**src/design/spq_pkg.sv**
```systemverilog
package spq_pkg;

  typedef enum logic [1:0] {
    OP_PEEK   = 2'd0,
    OP_INSERT = 2'd1,
    OP_POP    = 2'd2
  } op_e;

  typedef enum logic [1:0] {
    ST_OK        = 2'd0,
    ST_POP_EMPTY = 2'd1,
    ST_FULL      = 2'd2
  } status_e;

  localparam int VALUE_W = 32;
  localparam int PRIO_W  = 8;
  localparam int COUNT_W = 5;

  typedef struct packed {
    logic [1:0]                opcode;
    logic signed [VALUE_W-1:0] item_value;
    logic [PRIO_W-1:0]         priority_req;
  } req_t;

  typedef struct packed {
    logic signed [VALUE_W-1:0] head_value;
    logic [PRIO_W-1:0]         head_priority;
    logic [COUNT_W-1:0]        entry_count;
    logic                      is_empty;
    logic [1:0]                status;
  } rsp_t;

  // broadcast to every cell of the chain
  typedef struct packed {
    logic                      insert;
    logic                      pop;
    logic signed [VALUE_W-1:0] value;
    logic [PRIO_W-1:0]         prio;
  } cell_cmd_t;

endpackage

```
**src/design/spq_cell.sv**
```systemverilog
module spq_cell
  import spq_pkg::*;
(
  input  logic                      clk,
  input  cell_cmd_t                 cmd,
  input  logic                      occupied,
  input  logic                      left_ge,
  input  logic signed [VALUE_W-1:0] left_value,
  input  logic [PRIO_W-1:0]         left_prio,
  input  logic signed [VALUE_W-1:0] right_value,
  input  logic [PRIO_W-1:0]         right_prio,
  output logic                      ge,
  output logic signed [VALUE_W-1:0] value,
  output logic [PRIO_W-1:0]         prio,
  output logic signed [VALUE_W-1:0] value_next,
  output logic [PRIO_W-1:0]         prio_next
);

  // held entry stays ahead of the new one
  assign ge = occupied && (prio >= cmd.prio);

  always_comb begin
    value_next = value;
    prio_next  = prio;
    if (cmd.insert) begin
      if (!ge) begin
        if (left_ge) begin
          value_next = cmd.value;
          prio_next  = cmd.prio;
        end else begin
          value_next = left_value;
          prio_next  = left_prio;
        end
      end
    end else if (cmd.pop) begin
      value_next = right_value;
      prio_next  = right_prio;
    end
  end

  always_ff @(posedge clk) begin
    value <= value_next;
    prio  <= prio_next;
  end

endmodule

```
**config.mk**
```make
export PLATFORM = sky130hd
export DESIGN_NAME = spq_cell
export DESIGN_NICKNAME = d
export VERILOG_FILES = /design/src/design/spq_pkg.sv /design/src/design/spq_cell.sv
export SDC_FILE = /design/constraint.sdc
export NUM_CORES = 1
export LEC_CHECK = 0
export BUFFER_PORTS_ARGS = -buffer_cell sky130_fd_sc_hd__buf_4
export CORE_UTILIZATION = 39
export CTS_BUF_LIST = sky130_fd_sc_hd__clkbuf_16
export CTS_CLUSTER_DIAMETER = 80
export DETAILED_ROUTE_END_ITERATION = 16
export MAX_ROUTING_LAYER = met4
export PLACE_DENSITY = 0.85
export SETUP_SLACK_MARGIN = 0.5
export SYNTH_ARGS = -nofsm -noshare
export SYNTH_HDL_FRONTEND = slang
export SYNTH_SLANG_ARGS = --single-unit
```
**constraint.sdc**
```tcl
create_clock -name clk -period 3.55 [get_ports clk]
set_input_delay 0.71 -clock clk [delete_from_list [all_inputs] [get_ports clk]]
set_output_delay 0.71 -clock clk [all_outputs]
set_load 0.01 [all_outputs]
```
-- After elaboration in Yosys (flattened, before gate mapping)
Cells that the tools add are included.
- flip-flop bits (word level): 40
- output and inout port bits: 81
- bits in latches: 0
- bits in read-only memories: 0
- logic and storage cells: 12
- memories: 0
- input port bits: 125
- bits in writable memories: 0
- bitwise gates (word level): 0
- equality and inequality tests: 0
- multiplexer cells: 8
- order comparisons: 1
- reduce and logical (&&, ||, !) cells: 1
- add/sub/neg operators: 0
- divide/modulo/power cells: 0
- multipliers: 0
- shifts and indexed selects: 0
- operator list (operator ; count):
    $mux W32 ; 4
    $mux W8 ; 4
    $ge A8 B8 Y1 ; 1
    $logic_and A1 B1 Y1 ; 1

-- Depth between registers and ports, before layout
- word-level depth: 4
- gate-level depth with buffers: 8
- gate-level depth less buffers: 7

-- Least setup slack after synthesis
OpenSTA, ideal clock, no wires.
- path kind: input to output
- start: in cmd[7] (netlist bit)
- end: out value_next[23]
- required time: 2840 ps
- buffers on the path: 1
- setup slack: 440 ps
- stages on the path: 8
- arrival: 2400 ps
- path through: inv_1 > ha_1 > and3_4 > a221o_2 > a22oi_4 > buf_6 > mux2i_1 > a21oi_1
- word-level cells in the longest chain between the ends: 4
- RTL lines (what ; RTL line ; source):
    start: declaration ; spq_cell.sv:5 ; input cell_cmd_t cmd,
    $ge A8 B8 Y1 ; spq_cell.sv:20 ; assign ge = occupied && (prio >= cmd.prio);
    $logic_and A1 B1 Y1 ; spq_cell.sv:20 ;
    $mux W32 ; spq_cell.sv:26 ; if (!ge) begin
    $mux W32 ; spq_cell.sv:25 ; if (cmd.insert) begin
    end: declaration ; spq_cell.sv:15 ; output logic signed [VALUE_W-1:0] value_next,
Every way passes these cells.

-- Worst setup path in the final report
- start: in cmd[6] (netlist bit)
- end: out value_next[31]
The elaborated chain is that of the path after synthesis.

==> insert_results.sql <==
INSERT INTO impl_metrics (metric_group, metric, value, unit) VALUES
('clocking', 'insertion_delay', '0.27', 'ns'),
('logic_synthesis', 'ys_seq_area_frac', '0.3280', ''),
('worst_hold_path', 'hold_path.class', 'register to register', ''),
('grt', 'grt_util_all_layers', '0.2938', ''),
('cells_and_area', 'layout-area-overhead-vs-synth', '94.21', '%'),
('cells_and_area', 'finish.instance_area', '0.004741', 'sq mm'),
('power', 'power.total', '1985', 'uW'),
('route', 'total_wirelength', '9817', 'um'),
('placement', 'pre_cts_ws', '0.1410', 'ns'),
('route', 'final_antenna_net_count', '0', ''),
('setup_path', 'cpMostUsedCell', 'buf_4', ''),
('clocking', 'htree_levels', '2', ''),
('grt', 'grt_pass1_wl', '14270', 'um'),
('route', 'route.detailed.vias_per_inst', '5.447', ''),
('logic_synthesis', 'yosys_register_bits', '40', ''),
('outcome', 'status', 'finished clean', ''),
('setup_path', 'worstPathMaxFanout', '5', ''),
('placement', 'globalplace.congestion', '0.8334', ''),
('clocking', 'cts_hold_repair.buffers', '0', ''),
('timing', 'report.final.slew_viol_count', '0', ''),
('route', 'wire_per_inst', '17.98', 'um'),
('timing', 'final.period_utilization', '0.9528', ''),
('timing', 'skew', '0.004536', 'ns'),
('power', 'power_density', '418.6', 'mW/mm^2'),
('route', 'vias', '2974', ''),
('placement', 'placed_cells', '518', ''),
('floorplanning', 'die_area', '0.006580', 'sq mm'),
('grt', 'antenna_found_initial', '0', ''),
('setup_path', 'cp_data_required_time', '2.84', 'ns'),
('setup_path', 'critPathTopFamily', 'buffers and inverters', ''),
('setup_path', 'cp_data_arrival_time', '2.67', 'ns'),
('job', 'max_cap_viol_count', '0', ''),
('power', 'vdd.ir_drop.worst', '300.0', 'uV'),
('power', 'static-leakage-power', '0.002239', 'uW'),
('clocking', 'clkSlewWorstSetupHoldPaths', '0.06', 'ns'),
('floorplanning', 'dieHeight', '81.12', 'um'),
('logic_synthesis', 'netlist_area', '0.002441', 'sq mm'),
('timing', 'worst_pin_slew', '0.8442', 'ns'),
('logic_synthesis', 'synth_cell_type_count', '25', ''),
('logic_synthesis', 'synth_top_flop_cell', 'dfxtp_1', ''),
('clocking', 'cts-root-to-sink-buffers', '2', ''),
('grt', 'grt_pass1_vias', '2955', ''),
('clocking', 'numCtsBuffers', '5', ''),
('setup_path', 'worst_r2r_startpoint', 'prio[6]$_DFF_P_', ''),
('timing', 'final.setup.worst_slack', '0.1675', 'ns'),
('setup_path', 'cpPeakStageDelay', '0.37', 'ns'),
('timing', 'relSlewSlack', '0.4372', ''),
('timing', 'setup_violations', '0', ''),
('worst_hold_path', 'worstHoldStart', 'value[30]$_DFF_P_', ''),
('placement', 'detailed_place_hpwl', '6547', 'um'),
('setup_path', 'kind_of_start_point_of_the_critical_path', 'input port', ''),
('cells_and_area', 'filler_cell_count', '396', ''),
('timing', 'final-hold-violation-count', '0', ''),
('logic_synthesis', 'edff_count_synth', '0', ''),
('grt', 'grt_max_degree', '48', ''),
('floorplanning', 'initial_utilization', '0.4075', ''),
('route', 'drc', '0', ''),
('clocking', 'clkSinkCount', '40', ''),
('setup_path', 'setup.worst_path.start', 'cmd[6]', ''),
('logic_synthesis', 'synth.cells.most_frequent', 'a21oi_1 (45), dfxtp_1 (40), mux2i_1 (40), o22ai_1 (38), mux2_2 (31)', ''),
('setup_path', 'critPathSlowestCell', 'a221o_2', ''),
('setup_path', 'critical_path.n_buffers_inverters', '6', ''),
('logic_synthesis', 'ys_warn_count', '0', ''),
('timing', 'rsz0062_at_grt', 'true', ''),
('floorplanning', 'placement_rows', '28', ''),
('route', 'dr.first_iter.drc_count', '89', ''),
('logic_synthesis', 'yosys-top-cells-area', 'dfxtp_1 (33%), mux2i_1 (16%), mux2_2 (14%)', ''),
('logic_synthesis', 'yosysMostFrequentCell', 'a21oi_1', ''),
('floorplanning', 'top_level_ports', '206', ''),
('logic_synthesis', 'post-synth-top-area-fraction', '0.3280', ''),
('clocking', 'clock_tree_from_tritoncts', 'yes', '');
## path summary, 6_finish.rpt
kind / depth (start not counted) / end / slack [ns]
setup / recovery: 12 / value_next[31] / 0.17
hold / removal: 1 / value[30]$_DFF_P_ / 0.56
setup reg to reg: 17 / value[31]$_DFF_P_ / 0.25
hold reg to reg: 1 / value[30]$_DFF_P_ / 0.56
## placed cells by master (no fill, tap or decap), drive strengths merged
master,instances
a21bo,1
a21o,1
a21oi,45
a221o,1
a22oi,1
and3,1
buf,230
clkbuf,5
clkinv,1
dfxtp,40
ha,8
inv,10
mux2,31
mux2i,40
nand2b,1
nand3,2
nor2,8
nor3b,1
o2111a,1
o21ai,2
o221a,2
o22ai,38
or2,1
## power by group
part | internal [uW] | total [uW] | leakage [uW] | switching [uW]
clock network | 253 | 423 | 0.0000709 | 170
registers | 524 | 599 | 0.000337 | 74.8
logic | 554 | 963 | 0.00183 | 409
## per-layer routing
metal  vias to the layer above  GRT usage  routed length [um]
met5                         -          -                   0
met4                         0     0.1268                 275
met3                        20    0.05843                 614
met2                       139     0.5319                5286
met1                      1412     0.3073                3641
li1                       1403          -                   -
## per-stage QoR
| step | hold WS (ns) | util |
|---|---|---|
| finish | 0.5613 | 0.7914 |
| global route | 0.5837 | 0.7914 |
| global placement | 0.5320 | 0.6888 |
| detailed placement | 0.5456 | 0.6888 |
| CTS | 0.5583 | 0.7686 |
| floorplan | 0.5958 | - |
## flip-flops by register name, indices dropped and copies added, names as in the netlist
name and flops:
value 32, prio 8
## cells by family after synthesis
| group | share of synthesized area |
|---|---|
| compound gates | 0.2281 |
| buf+inv | 0.06663 |
| simple gates | 0.02922 |
| mux | 0.3070 |
| flops | 0.3280 |
| fa+ha+maj | 0.04101 |
## timing repair
item | 4_1_cts | 5_1_grt
gates resized for setup | 26 | 26
pin swaps | 8 | 4
cloned | 3 | 0
buffers inserted | 17 | 1
setup endpoints to repair | 41 | 42
## area by class of cell
type,instances,area [sq um],share of cell area
well taps,75,93.84,0.01979
inverters,9,41.29,0.008709
flip-flops and latches,40,800.8,0.1689
multi-input cells,185,1815,0.3830
clock inverters,2,8.758,0.001847
clock buffers,5,125.1,0.02639
repair buffers,230,1856,0.3914
Note: power is estimated with default switching activity, not from simulation.
